==> src/hdl/csf_pkg.sv <==
`timescale 1ns / 1ps
`default_nettype none
// ----------------------------------------------------------------------------
// csf_pkg
// Shared types, register indexes and helpers of the case-insensitive
// substring filter.
// ----------------------------------------------------------------------------
package csf_pkg;

    // configuration port
    localparam int CFG_IDX_W  = 2;
    localparam int CFG_DATA_W = 64;

    localparam logic [CFG_IDX_W-1:0] CFG_NEEDLE_LEN  = 2'd0;
    localparam logic [CFG_IDX_W-1:0] CFG_CHARS_LOW   = 2'd1;
    localparam logic [CFG_IDX_W-1:0] CFG_CHARS_HIGH  = 2'd2;

    localparam int NEEDLE_LEN_W     = 5;
    localparam int NEEDLE_REG_CHARS = 16;
    localparam int CHAR_W           = 8;
    localparam int NEEDLE_BITS      = NEEDLE_REG_CHARS * CHAR_W;

    // width of the reported indexes
    localparam int RES_IDX_W = 7;

    typedef struct packed {
        logic              new_search;
        logic [CHAR_W-1:0] char_code;
        logic              has_char;
        logic              last_of_entry;
    } item_t;

    typedef struct packed {
        logic                 matched;
        logic [RES_IDX_W-1:0] entry_index;
        logic [RES_IDX_W-1:0] slot_index;
    } result_t;

    // per-cycle control shared by every window cell
    typedef struct packed {
        logic shift;
        logic clear;
    } cell_ctrl_t;

    // ascii upper case to lower case, everything else unchanged
    function automatic logic [CHAR_W-1:0] fold_byte(input logic [CHAR_W-1:0] c);
        logic [CHAR_W-1:0] r;
        r = c;
        if (c inside {[8'h41:8'h5A]})
        begin
            r = c + 8'h20;
        end
        return r;
    endfunction

endpackage
`default_nettype wire

==> src/hdl/csf_cell.sv <==
`timescale 1ns / 1ps
`default_nettype none
// ----------------------------------------------------------------------------
// csf_cell
// One byte of the search window: takes the byte of its neighbor on a shift,
// and compares the shifted value with its aligned needle character.
// ----------------------------------------------------------------------------
module csf_cell (
    input  logic                            clk,
    input  logic                            rst_n,
    input  csf_pkg::cell_ctrl_t             ctrl,
    input  logic [csf_pkg::CHAR_W-1:0]      din,
    input  logic [csf_pkg::CHAR_W-1:0]      ref_char,
    input  logic                            cmp_en,
    output logic [csf_pkg::CHAR_W-1:0]      dout,
    output logic                            eq
);

    logic [csf_pkg::CHAR_W-1:0] win_reg;
    logic [csf_pkg::CHAR_W-1:0] win_next;
    logic [csf_pkg::CHAR_W-1:0] shifted;

    always_comb
    begin
        shifted = ctrl.shift ? din : win_reg;
        // positions beyond the needle length always agree
        eq      = !cmp_en || (shifted == ref_char);
        if (ctrl.clear)
        begin
            win_next = '0;
        end
        else
        begin
            win_next = shifted;
        end
    end

    always_ff @(posedge clk or negedge rst_n)
    begin
        if (!rst_n)
        begin
            win_reg <= '0;
        end
        else
        begin
            win_reg <= win_next;
        end
    end

    assign dout = win_reg;

endmodule
`default_nettype wire

==> src/hdl/case_insensitive_substring_filter_top.sv <==
`timescale 1ns / 1ps
`default_nettype none
// ----------------------------------------------------------------------------
// case_insensitive_substring_filter_top
// Streams name entries one byte per transaction and reports, per entry,
// whether it contains the configured needle regardless of ascii case.
// ----------------------------------------------------------------------------
// The block takes one entry byte per clock: an item transaction is accepted
// in every cycle unless both result slots are full. Bytes are folded to lower
// case and shifted through a row of NEEDLE_MAX window cells; each cell
// compares its new byte with the needle character aligned to its position, so
// the whole window check finishes in the same cycle as the byte arrives. The
// last item of an entry produces one registered result transaction
// (matched, entry index, compacted slot). Results go through an output
// register backed by a skid register, so item_stall rises only when two
// results are waiting; with result_stall low the block never stalls. The
// needle may be up to 16 characters (needle_len zero matches every entry,
// even an empty one); an entry shorter than the needle never matches. Entry
// and slot counters hold at ENTRY_MAX - 1 and restart when an item carries
// new_search. Configuration writes apply to the next accepted byte. There is
// no clearing pass after reset.
// ----------------------------------------------------------------------------
module case_insensitive_substring_filter_top #(
    parameter int NEEDLE_MAX = 16,
    parameter int ENTRY_MAX  = 128
) (
    input  logic                                clk,
    input  logic                                rst_n,
    // configuration write port
    input  logic                                cfg_we,
    input  logic [csf_pkg::CFG_IDX_W-1:0]       cfg_index,
    input  logic [csf_pkg::CFG_DATA_W-1:0]      cfg_data,
    // entry bytes
    input  logic                                item_valid,
    output logic                                item_stall,
    input  csf_pkg::item_t                      item,
    // per-entry results
    output logic                                result_valid,
    input  logic                                result_stall,
    output csf_pkg::result_t                    result
);

    localparam int SEEN_W = $clog2(NEEDLE_MAX + 1);
    localparam int CW     = (SEEN_W > csf_pkg::NEEDLE_LEN_W) ? SEEN_W : csf_pkg::NEEDLE_LEN_W;
    localparam int CNT_W  = $clog2(ENTRY_MAX);
    localparam int CH     = csf_pkg::CHAR_W;
    localparam int WIN_W  = NEEDLE_MAX * CH;
    localparam int RW     = csf_pkg::RES_IDX_W;

    // configuration registers
    logic [csf_pkg::NEEDLE_LEN_W-1:0] needle_len_reg;
    logic [csf_pkg::NEEDLE_BITS-1:0]  needle_chars_reg;

    always_ff @(posedge clk or negedge rst_n)
    begin
        if (!rst_n)
        begin
            needle_len_reg   <= '0;
            needle_chars_reg <= '0;
        end
        else if (cfg_we)
        begin
            case (cfg_index)
                csf_pkg::CFG_NEEDLE_LEN:
                begin
                    needle_len_reg <= cfg_data[csf_pkg::NEEDLE_LEN_W-1:0];
                end
                csf_pkg::CFG_CHARS_LOW:
                begin
                    needle_chars_reg[csf_pkg::CFG_DATA_W-1:0] <= cfg_data;
                end
                csf_pkg::CFG_CHARS_HIGH:
                begin
                    needle_chars_reg[csf_pkg::NEEDLE_BITS-1:csf_pkg::CFG_DATA_W] <= cfg_data;
                end
                default:
                begin
                end
            endcase
        end
    end

    // active needle length, clamped to the window depth
    logic [CW-1:0] len_ext;
    logic [CW-1:0] active_len;
    logic [CW-1:0] align_amt;
    logic          len_zero;

    assign len_ext    = CW'(needle_len_reg);
    assign active_len = (len_ext > CW'(NEEDLE_MAX)) ? CW'(NEEDLE_MAX) : len_ext;
    assign align_amt  = CW'(NEEDLE_MAX) - active_len;
    assign len_zero   = (active_len == '0);

    // folded needle, reversed: byte j holds needle character NEEDLE_MAX-1-j;
    // characters past the register set read as zero
    logic [WIN_W-1:0] needle_rev;
    logic [WIN_W-1:0] needle_aligned;

    for (genvar k = 0; k < NEEDLE_MAX; k++)
    begin : g_needle
        if (k < csf_pkg::NEEDLE_REG_CHARS)
        begin : g_reg
            assign needle_rev[(NEEDLE_MAX-1-k)*CH +: CH] =
                csf_pkg::fold_byte(needle_chars_reg[k*CH +: CH]);
        end
        else
        begin : g_zero
            assign needle_rev[(NEEDLE_MAX-1-k)*CH +: CH] = '0;
        end
    end

    // window position p meets needle character len-1-p
    assign needle_aligned = needle_rev >> {align_amt, 3'b000};

    // handshake
    logic item_fire;
    assign item_fire = item_valid && !item_stall;

    csf_pkg::cell_ctrl_t cell_ctrl;
    assign cell_ctrl.shift = item_fire && item.has_char;
    assign cell_ctrl.clear = item_fire && item.last_of_entry;

    // window cell row, position 0 holds the newest byte
    logic [NEEDLE_MAX-1:0][CH-1:0] win;
    logic [NEEDLE_MAX-1:0]         cell_eq;

    for (genvar p = 0; p < NEEDLE_MAX; p++)
    begin : g_cell
        logic [CH-1:0] cell_din;
        if (p == 0)
        begin : g_head
            assign cell_din = csf_pkg::fold_byte(item.char_code);
        end
        else
        begin : g_body
            assign cell_din = win[p-1];
        end

        csf_cell u_cell (
            .clk      (clk),
            .rst_n    (rst_n),
            .ctrl     (cell_ctrl),
            .din      (cell_din),
            .ref_char (needle_aligned[p*CH +: CH]),
            .cmp_en   (CW'(p) < active_len),
            .dout     (win[p]),
            .eq       (cell_eq[p])
        );
    end

    // per-entry match tracking
    logic [SEEN_W-1:0] seen_reg;
    logic [SEEN_W-1:0] seen_next;
    logic [SEEN_W-1:0] seen_inc;
    logic              found_reg;
    logic              found_next;
    logic              found_now;
    logic              hit_byte;
    logic              hit;

    assign seen_inc  = (seen_reg == SEEN_W'(NEEDLE_MAX)) ? seen_reg : seen_reg + 1'b1;
    // enough bytes seen and every active cell agrees
    assign hit_byte  = item.has_char &&
                       (len_zero || ((CW'(seen_inc) >= active_len) && (&cell_eq)));
    assign found_now = found_reg || hit_byte;
    assign hit       = found_now || len_zero;

    always_comb
    begin
        seen_next  = seen_reg;
        found_next = found_reg;
        if (item_fire)
        begin
            if (item.last_of_entry)
            begin
                seen_next  = '0;
                found_next = 1'b0;
            end
            else if (item.has_char)
            begin
                seen_next  = seen_inc;
                found_next = found_now;
            end
        end
    end

    // entry and slot counters, saturating, restarted by new_search
    logic [CNT_W-1:0] entry_cnt_reg;
    logic [CNT_W-1:0] entry_cnt_next;
    logic [CNT_W-1:0] slot_cnt_reg;
    logic [CNT_W-1:0] slot_cnt_next;
    logic [CNT_W-1:0] entry_base;
    logic [CNT_W-1:0] slot_base;
    logic [CNT_W+RW-1:0] entry_ext;
    logic [CNT_W+RW-1:0] slot_ext;

    assign entry_base = item.new_search ? '0 : entry_cnt_reg;
    assign slot_base  = item.new_search ? '0 : slot_cnt_reg;
    assign entry_ext  = {{RW{1'b0}}, entry_base};
    assign slot_ext   = {{RW{1'b0}}, slot_base};

    always_comb
    begin
        entry_cnt_next = entry_cnt_reg;
        slot_cnt_next  = slot_cnt_reg;
        if (item_fire)
        begin
            entry_cnt_next = entry_base;
            slot_cnt_next  = slot_base;
            if (item.last_of_entry)
            begin
                if (entry_base != CNT_W'(ENTRY_MAX - 1))
                begin
                    entry_cnt_next = entry_base + 1'b1;
                end
                if (hit && (slot_base != CNT_W'(ENTRY_MAX - 1)))
                begin
                    slot_cnt_next = slot_base + 1'b1;
                end
            end
        end
    end

    // result of the entry that ends with this byte
    csf_pkg::result_t res_now;
    always_comb
    begin
        res_now.matched     = hit;
        res_now.entry_index = entry_ext[RW-1:0];
        res_now.slot_index  = hit ? slot_ext[RW-1:0] : '0;
    end

    // output register with skid register behind it
    logic             out_valid_reg;
    logic             out_valid_next;
    logic             skid_valid_reg;
    logic             skid_valid_next;
    csf_pkg::result_t out_reg;
    csf_pkg::result_t out_next;
    csf_pkg::result_t skid_reg;
    csf_pkg::result_t skid_next;
    logic             out_fire;
    logic             res_push;

    assign out_fire = out_valid_reg && !result_stall;
    assign res_push = item_fire && item.last_of_entry;

    always_comb
    begin
        out_valid_next  = out_valid_reg;
        skid_valid_next = skid_valid_reg;
        out_next        = out_reg;
        skid_next       = skid_reg;
        if (skid_valid_reg)
        begin
            // no new transaction while the skid register is full
            if (out_fire)
            begin
                out_next        = skid_reg;
                skid_valid_next = 1'b0;
            end
        end
        else if (res_push)
        begin
            if (!out_valid_reg || out_fire)
            begin
                out_next       = res_now;
                out_valid_next = 1'b1;
            end
            else
            begin
                skid_next       = res_now;
                skid_valid_next = 1'b1;
            end
        end
        else if (out_fire)
        begin
            out_valid_next = 1'b0;
        end
    end

    always_ff @(posedge clk or negedge rst_n)
    begin
        if (!rst_n)
        begin
            seen_reg       <= '0;
            found_reg      <= 1'b0;
            entry_cnt_reg  <= '0;
            slot_cnt_reg   <= '0;
            out_valid_reg  <= 1'b0;
            skid_valid_reg <= 1'b0;
        end
        else
        begin
            seen_reg       <= seen_next;
            found_reg      <= found_next;
            entry_cnt_reg  <= entry_cnt_next;
            slot_cnt_reg   <= slot_cnt_next;
            out_valid_reg  <= out_valid_next;
            skid_valid_reg <= skid_valid_next;
        end
    end

    // payload registers
    always_ff @(posedge clk)
    begin
        out_reg  <= out_next;
        skid_reg <= skid_next;
    end

    assign item_stall   = skid_valid_reg;
    assign result_valid = out_valid_reg;
    assign result       = out_reg;

endmodule
`default_nettype wire

==> config.mk <==
export PLATFORM = sky130hd
export DESIGN_NAME = case_insensitive_substring_filter_top
export DESIGN_NICKNAME = d
export VERILOG_FILES = /design/src/hdl/csf_pkg.sv /design/src/hdl/csf_cell.sv /design/src/hdl/case_insensitive_substring_filter_top.sv
export SDC_FILE = /design/constraint.sdc
export NUM_CORES = 1
export LEC_CHECK = 0
export BUFFER_PORTS_ARGS = -buffer_cell sky130_fd_sc_hd__buf_2
export CAP_MARGIN = 20
export CORE_ASPECT_RATIO = 1.5
export CORE_MARGIN = 2
export CORE_UTILIZATION = 28
export CTS_CLUSTER_DIAMETER = 200
export DETAILED_ROUTE_END_ITERATION = 8
export PLACE_DENSITY_LB_ADDON = 0.15
export SLEW_MARGIN = 20
export SYNTH_ARGS = -nofsm -noshare
export SYNTH_HDL_FRONTEND = slang
export SYNTH_SLANG_ARGS = --single-unit
==> constraint.sdc <==
create_clock -name clk -period 15.5 [get_ports clk]
set_input_delay 2.325 -clock clk [delete_from_list [all_inputs] [get_ports clk]]
set_output_delay 2.325 -clock clk [all_outputs]
set_load 0.005 [all_outputs]
==> impl_metrics.toml, run 1 <==
[clock_tree]
cts-resized-gates = 0
insertion_delay_ns = 0.59
tritoncts = "yes"
root_buffer = "clkbuf_16"
clkTransAtPathRegs_ns = 0.07
postCtsHoldBufs = 0
htreeDepth = 2
cts.sinks = 313
postCtsSetupRepairBufs = 0
cts-buffers-inserted = 36
clock_path_buffers = 3

[pwr]
vdd_ir_drop_max_uv = 84.0
power.leakage_nw = 10.9
power.internal_mw = 2.20
p_total_mw = 4.26
p_clk_frac = 0.204
p_sw_mw = 2.06
swShare = 0.483
seqPwrFrac = 0.274
pwr-share-comb = 0.522
p_per_area_nw_per_um2 = 169

[synth]
ys_seq_elements = 313
synth_top_area_frac = 0.316
synth_edf_count = 30
synth_area_leaders = "dfrtp_1 32%, mux2i_1 9.9%, mux2_2 8.3%, mux4_2 5.1%, edfxtp_1 4.0%"
yosysTopAreaCell = "dfrtp_1"
syn-cell-area_um2 = 22400
synth-seq-area-share = 0.356
synth_ff_type = "dfrtp_1"
synth_area_per_cell_um2 = 9.87
synthArstFlopShare = 0.904
synth_warnings = 0
synth_cell_types = 106
syn_nets = 2382
synthCells = 2272

[sta]
setup_viol = 0
clock_skew_ns = 0.0264
hold_viol = 0
fin_crit_sh = 0.503
maxSlewViolCount = 0
max_slew_margin = 0.208
clock.fmax_mhz = 128
min_period_ns = 7.80
setup_ws_ns = 7.70
rsz0062_at_grt = "no"
fin_tns_setup_ns = 0
worst_pin_slew_ns = 1.18

[layout]
area_growth_pct = 12.1
drive_gt1_frac = 0.212
final_util = 0.316
diodes = 0
fill_cells = 8256
regArea_um2 = 7980
nets = 2423
multiInputGateArea_um2 = 13600

[grt]
grt_pass1_vias = 19700
overflow = 0
antenna_found_initial = 0
grtUsageTotal = 0.254
grt_max_degree = 132
grt_pass1_wl_um = 150000

[routing]
drc_errors = 0
wl_per_cell_um = 31.6
avgViaCountPerCell = 5.86
num_vias = 19800
drt_iter0_drc = 1808
ant_nets = 0
wl_um = 107000
first_pass_iters = 6

[floorplanning]
dieArea_um2 = 82400
core_area_um2 = 79600
die_y_um = 351
num_io_pins = 99
die_w_um = 235
rows = 127
floorplan.initialDensity = 0.282

[worst_setup_path]
critPathKind = "flip-flop to flip-flop"
worstPathRequired_ns = 15.96
crit_arrival_ns = 8.26
crit_path_start_kind = "flip-flop"
cp-end-kind = "flip-flop"
path_max_fanout = 30

[placed_design]
place_congestion = 0.991
dp_hpwl_um = 83900
port_buffers = 98
place_ws_ns = 7.85

[worst_hold_path]
worstHoldPathType = "flip-flop to flip-flop"

[status]
status = "completed"

[flow_run]
maxCapViolCount = 0
-- final timing paths --
path | from | endpoint | slack, ns | cells past startpoint
max | len_ext[4] | result[5] | 7.70 | 18
min | entry_cnt_reg[1] | entry_cnt_reg[1] | 0.49 | 1
max reg2reg | len_ext[4] | result[5] | 7.70 | 18
min reg2reg | entry_cnt_reg[1] | entry_cnt_reg[1] | 0.49 | 1
max in group asynchronous | rst_n | needle_chars_reg[12] | 11.68 | 3
min in group asynchronous | rst_n | g_cell[0].u_cell.dout[7] | 1.79 | 1
-- Yosys cell counts (15+ instances only) --
master / n
o221ai_1: 21
or2_2: 15
nor2_1: 214
buf_1: 15
o211ai_1: 23
xor2_1: 43
nor4_1: 20
or3_1: 16
and2_1: 25
a211oi_1: 26
inv_1: 31
a21oi_1: 110
ha_1: 28
mux2i_1: 222
a32oi_1: 17
a22oi_1: 20
nand3b_1: 15
a31oi_1: 21
a221oi_1: 15
buf_2: 38
xnor2_1: 53
o22ai_1: 35
nor3_1: 47
clkbuf_1: 70
nand3_1: 33
nand2_1: 180
mux4_2: 51
o21ai_0: 67
mux2_2: 165
nor2b_1: 27
dfrtp_1: 283
edfxtp_1: 30
buf_4: 22
-- per-stage QoR --
stage	instances	instance area, um2	hold WS (ns)
global placement	3307	24000	0.475
global route	3371	25100	0.522
CTS	3371	25100	0.498
floorplan	2272	22400	0.454
finish	3371	25100	0.494
detailed placement	3307	24000	0.475
-- cell families after synthesis --
group	Yosys count	synth area share
AND/OR/NAND/NOR	684	0.150
flip-flops	313	0.356
buffers and inverters	188	0.0401
AO/OA/AOI/OAI	525	0.168
multiplexers	438	0.233
XOR/XNOR	96	0.0375
adder cells (fa/ha/maj)	28	0.0156
-- metal layers --
metal | share of wire | global-route usage | routed length [um] | vias to the layer above
li1 | - | - | - | 8678
met1 | 0.37 | 0.285 | 39600 | 9924
met2 | 0.48 | 0.428 | 50900 | 855
met3 | 0.053 | 0.0349 | 5660 | 307
met4 | 0.098 | 0.213 | 10500 | 0
met5 | 0 | 0 | 0 | -
-- cell usage in the layout (no fill, tap or decap), types with 16 or more instances in the layout --
| cell | instances |
|---|---|
| a211oi_1 | 25 |
| buf_4 | 57 |
| nand3_1 | 33 |
| nor2_1 | 212 |
| mux2i_1 | 221 |
| a32oi_1 | 17 |
| o211ai_1 | 23 |
| buf_2 | 97 |
| inv_1 | 31 |
| nor3_1 | 46 |
| clkbuf_16 | 36 |
| and2_1 | 25 |
| nor2b_1 | 27 |
| xnor2_1 | 53 |
| a31oi_1 | 21 |
| nor4_1 | 20 |
| edfxtp_1 | 30 |
| dfrtp_1 | 283 |
| a22oi_1 | 20 |
| mux2_2 | 165 |
| or3_1 | 16 |
| nand2_1 | 180 |
| xor2_1 | 43 |
| o21ai_0 | 67 |
| o22ai_1 | 35 |
| mux4_2 | 51 |
| a21oi_1 | 110 |
| ha_1 | 27 |
| o221ai_1 | 21 |
-- power by group through the flow --
stage,Sequential (mW),Combinational (mW),Clock [mW]
final,1.17,2.22,0.868
after global routing,1.18,2.31,0.925
after CTS,1.17,2.17,0.895
after detailed placement,1.18,2.16,0
after global placement,1.18,2.17,0
after floorplan,1.06,1.37,0
-- area by class of cell --
type                            count  area share
Clock buffer                       46      0.0401
Timing Repair Buffer              156      0.0377
Sequential cell                   313       0.318
Inverter                           35     0.00543
Multi-Input combinational cell   1771       0.541
Tap cell                         1032      0.0514
Clock inverter                     18     0.00677
-- critical path, cell delays in order (launching register included) --
cell and delay (ns):
dfrtp_1 1.04, inv_1 0.51, nand2_1 0.28, ha_4 0.30, and3_1 0.20, ha_1 0.51, clkinv_1 0.50, a31oi_4 0.46
buf_4 0.47, nand2_1 0.29, o221a_2 0.33, a221oi_1 0.46, xnor2_1 0.17, nor4_1 0.38, a41oi_1 0.17, nor4_1 0.46
a41o_2 0.48, and2b_1 0.39, a31o_2 0.21
No activity file was read; power rests on OpenSTA's default activity.
==> run 2: changes to the inputs <==
clock period = 6.8 ns   (was 15.5 ns; I/O delays follow)
==> run 2 against run 1 <==
- first-iteration DRC count is 1.5% lower
- register-to-register slack worse by 7.3 ns
- clock-buffer cell count is 3 higher
==> impl_metrics.toml, run 2 (synthesis gave the netlist of run 1 again) <==
[pwr]
p_per_area_nw_per_um2 = 397
seqPwrFrac = 0.262
vdd_ir_drop_max_uv = 203
p_sw_mw = 4.89
power.internal_mw = 5.27
p_clk_frac = 0.202
power.leakage_nw = 11.2
pwr-share-comb = 0.536
swShare = 0.481

[layout]
fin_area_um2 = 25600
regArea_um2 = 7980
final_common_cell = "dfrtp_1"
multiInputGateArea_um2 = 13600
most-common-layout-cells = "283 x dfrtp_1, 222 x mux2i_1, 213 x nor2_1, 180 x nand2_1, 165 x mux2_2"
nets = 2467
area_growth_pct = 14.2
final_util = 0.322
fill_cells = 8235
drive_gt1_frac = 0.226

[clock_tree]
cts-buffers-inserted = 36
cts.sinks = 313
cts-resized-gates = 0
clock_path_buffers = 3
htreeDepth = 2
postCtsSetupRepairBufs = 0
root_buffer = "clkbuf_16"
insertion_delay_ns = 0.59
tritoncts = "yes"
postCtsHoldBufs = 0
clkTransAtPathRegs_ns = 0.06

[placed_design]
place_congestion = 1.04
port_buffers = 98
dp_hpwl_um = 89600
postPlaceCellArea_um2 = 24400

[floorplanning]
core_area_um2 = 79600
floorplan.initialDensity = 0.282
dieArea_um2 = 82400
num_io_pins = 99
rows = 127
die_w_um = 235
die_y_um = 351

[routing]
first_pass_iters = 8
wl_um = 113000
drt_iter0_drc = 1780
num_vias = 20200
ant_nets = 0
avgViaCountPerCell = 5.91
wl_per_cell_um = 32.9
drc_errors = 0

[worst_setup_path]
crit_arrival_ns = 6.89
rr_startpoint = "len_ext[1]"
r2r.worst_path.cells = 17
critPathKind = "flip-flop to flip-flop"
r2r_end = "result[6]"
crit_path_start_kind = "flip-flop"
path_max_fanout = 39
worstPathRequired_ns = 7.26
r2r_slack_ns = 0.37
cp-end-kind = "flip-flop"

[worst_hold_path]
worstHoldPathType = "input pin to asynchronous set/reset pin"

[status]
status = "completed"

[sta]
setup_viol = 0
fin_crit_sh = 0.946
maxSlewViolCount = 0
clock.fmax_mhz = 156
hold_viol = 0
fin_tns_setup_ns = 0
max_slew_margin = 0.197
min_period_ns = 6.43
clock_skew_ns = 0.0125
worst_pin_slew_ns = 1.21
rsz0062_at_grt = "no"

[grt]
antenna_found_initial = 2
grt_pass1_wl_um = 157000
grtUsageTotal = 0.269
overflow = 0
grt_pass1_vias = 20000
grt_max_degree = 142

[flow_run]
maxCapViolCount = 0
[run 2: final cells by class]
cell class,instances,share of cell area
Multi-Input combinational cell,1771,0.532
Sequential cell,313,0.312
Timing Repair Buffer,200,0.0524
Tap cell,1032,0.0504
Clock buffer,49,0.0394
Clock inverter,16,0.00880
Inverter,35,0.00533
Antenna cell,3,0.000293
[run 2: power by group through the flow]
stage,Clock (mW),Combinational [mW],Sequential (mW)
after global routing,2.19,5.62,2.69
after detailed placement,0,5.29,2.69
after floorplan,0,3.12,2.41
after global placement,0,5.32,2.68
after CTS,2.12,5.30,2.65
final,2.06,5.45,2.66
[run 2: through the flow]
step           setup WS [ns]  power, mW  hold WS [ns]  instances
2_1_floorplan          0.986       5.53         0.454       2272
3_3_place_gp           0.440       8.00         0.478       3351
3_5_place_dp           0.447       7.98         0.487       3351
4_1_cts                0.435       10.1         0.431       3416
5_1_grt                0.119       10.5         0.458       3417
6_report               0.370       10.2         0.406       3419
[run 2: worst max path at each step]
stage,startpoint,endpoint,slack (ns),cells after the start
finish,len_ext[1],result[6],0.37,17
floorplan,len_ext[4],slot_cnt_reg[1],0.99,27
detailed placement,len_ext[1],slot_cnt_reg[4],0.45,17
global placement,len_ext[1],slot_cnt_reg[2],0.44,17
global route,len_ext[1],result[6],0.12,17
CTS,len_ext[1],result[4],0.44,17
[run 2: routing by layer]
layer  up-vias  GRT usage  share of wire
met5         -          0       0.000089
li1       8769          -              -
met3       309     0.0334          0.047
met4         2      0.237           0.11
met1     10300      0.301           0.37
met2       872      0.452           0.48
[run 2: worst max-delay path, stage by stage, from the launching register on]
cell	delay, ns
dfrtp_1	0.68
nand2_1	0.23
ha_4	0.46
buf_4	0.53
mux2i_1	0.56
inv_1	0.08
mux4_2	0.54
o21ai_0	0.33
and3_1	0.20
a311oi_1	0.06
a311oi_1	0.83
a41o_1	0.36
o2111ai_1	0.19
nor4_2	0.37
a41o_2	0.34
and2b_1	0.19
buf_12	0.13
a31o_1	0.15
==> run 3: changes to the inputs <==
CTS_BUF_LIST = sky130_fd_sc_hd__clkbuf_8   (was unset)
==> run 3 against run 2 <==
- largest power group unchanged
- largest cell class unchanged
- worst hold slack worse by 0.083 ns
- clock power is 12% lower
- maximum frequency is 0.67% higher
- total power is 2.6% lower
- critical path depth stayed put
- setup slack better by 0.043 ns
- highest routed layer is now met4
- final cell count is 0.82% higher
==> impl_metrics.toml, run 3 (synthesis gave the netlist of run 1 again) <==
[status]
status = "completed"

[clock_tree]
cts.sinks = 313
postCtsHoldBufs = 0
clkTransAtPathRegs_ns = 0.06
cts-resized-gates = 0
clock_path_buffers = 3
root_buffer = "clkbuf_8"
insertion_delay_ns = 0.71
htreeDepth = 2
tritoncts = "yes"
postCtsSetupRepairBufs = 0
cts-buffers-inserted = 54

[floorplanning]
die_w_um = 235
rows = 127
core_area_um2 = 79600
die_y_um = 351
dieArea_um2 = 82400
floorplan.initialDensity = 0.282
num_io_pins = 99

[grt]
grt_max_degree = 142
grt_pass1_wl_um = 158000
grtUsageTotal = 0.269
antenna_found_initial = 4
overflow = 0
grt_pass1_vias = 20300

[sta]
fin_crit_sh = 0.939
setup_viol = 0
rsz0062_at_grt = "no"
fin_tns_setup_ns = 0
maxSlewViolCount = 0
max_slew_margin = 0.182
clock_skew_ns = 0.0461
setup_ws_ns = 0.413
hold_viol = 0
worst_pin_slew_ns = 1.22
clock.fmax_mhz = 157
min_period_ns = 6.39

[worst_setup_path]
r2r_slack_ns = 0.41
r2r.worst_path.cells = 17
crit_arrival_ns = 6.96
critPathKind = "flip-flop to flip-flop"
r2r_end = "result[4]"
cp-end-kind = "flip-flop"
worstPathRequired_ns = 7.38
rr_startpoint = "len_ext[1]"
path_max_fanout = 39
crit_path_start_kind = "flip-flop"

[layout]
fill_cells = 8264
layoutNonFillerInstCount = 3447
nets = 2485
multiInputGateArea_um2 = 13600
final_common_cell = "dfrtp_1"
drive_gt1_frac = 0.230
most-common-layout-cells = "283 x dfrtp_1, 222 x mux2i_1, 213 x nor2_1, 180 x nand2_1, 165 x mux2_2"
regArea_um2 = 7980
area_growth_pct = 13.6

[routing]
first_pass_iters = 6
wl_um = 112000
drt_iter0_drc = 1923
ant_nets = 0
num_vias = 20200
avgViaCountPerCell = 5.86
wl_per_cell_um = 32.6
drc_errors = 0

[flow_run]
maxCapViolCount = 0

[placed_design]
port_buffers = 98
place_congestion = 1.04
dpl.cell_count = 3351
place_ws_ns = 0.447
dp_hpwl_um = 89600

[pwr]
power.leakage_nw = 11.2
p_per_area_nw_per_um2 = 388
vdd_ir_drop_max_uv = 152
p_total_mw = 9.90

[worst_hold_path]
worstHoldPathType = "input pin to asynchronous set/reset pin"
run 3: layout make-up:
class / count / area share
well taps: 1032 / 0.0507
clock buffers: 64 / 0.0346
repair buffers: 200 / 0.0526
inverters: 35 / 0.00535
flip-flops and latches: 313 / 0.313
multi-input cells: 1771 / 0.534
diodes: 3 / 0.000295
clock inverters: 29 / 0.00908
run 3: report_power, final:
| group | total [mW] | switching, mW | internal, mW |
|---|---|---|---|
| Sequential | 2.66 | 0.499 | 2.16 |
| Clock | 1.81 | 0.811 | 0.999 |
| Combinational | 5.43 | 3.53 | 1.90 |
run 3: how the worst max path moves through the flow:
stage | start | end | slack [ns] | depth (start not counted)
3_5_place_dp | len_ext[1] | slot_cnt_reg[4] | 0.45 | 17
5_1_grt | len_ext[1] | slot_cnt_reg[5] | 0.20 | 17
4_1_cts | len_ext[1] | slot_cnt_reg[4] | 0.43 | 17
3_3_place_gp | len_ext[1] | slot_cnt_reg[2] | 0.44 | 17
6_report | len_ext[1] | result[4] | 0.41 | 17
2_1_floorplan | len_ext[4] | slot_cnt_reg[1] | 0.99 | 27
run 3: layer usage:
metal / GRT usage / vias up / share of wire
met2: 0.449 / 901 / 0.48
met1: 0.296 / 10100 / 0.37
li1: - / 8806 / -
met3: 0.0360 / 336 / 0.048
met4: 0.251 / 0 / 0.11
met5: 0 / - / 0
run 3: through the flow:
stage	instance area [um2]	utilization	hold WS, ns
4_1_cts	25500	0.320	0.302
3_3_place_gp	24300	0.306	0.478
6_report	25500	0.320	0.323
2_1_floorplan	22400	-	0.454
5_1_grt	25500	0.320	0.353
3_5_place_dp	24400	0.306	0.487
run 3: critical path, stage by stage (launching register included):
cell	delay [ns]
dfrtp_1	0.67
nand2_1	0.23
ha_4	0.45
buf_4	0.52
mux2i_1	0.57
inv_1	0.08
mux4_2	0.54
o21ai_0	0.33
and3_1	0.20
a311oi_1	0.06
a311oi_1	0.82
a41o_1	0.36
o2111ai_1	0.19
nor4_2	0.37
a41o_2	0.34
and2b_1	0.19
buf_12	0.13
a31o_2	0.15
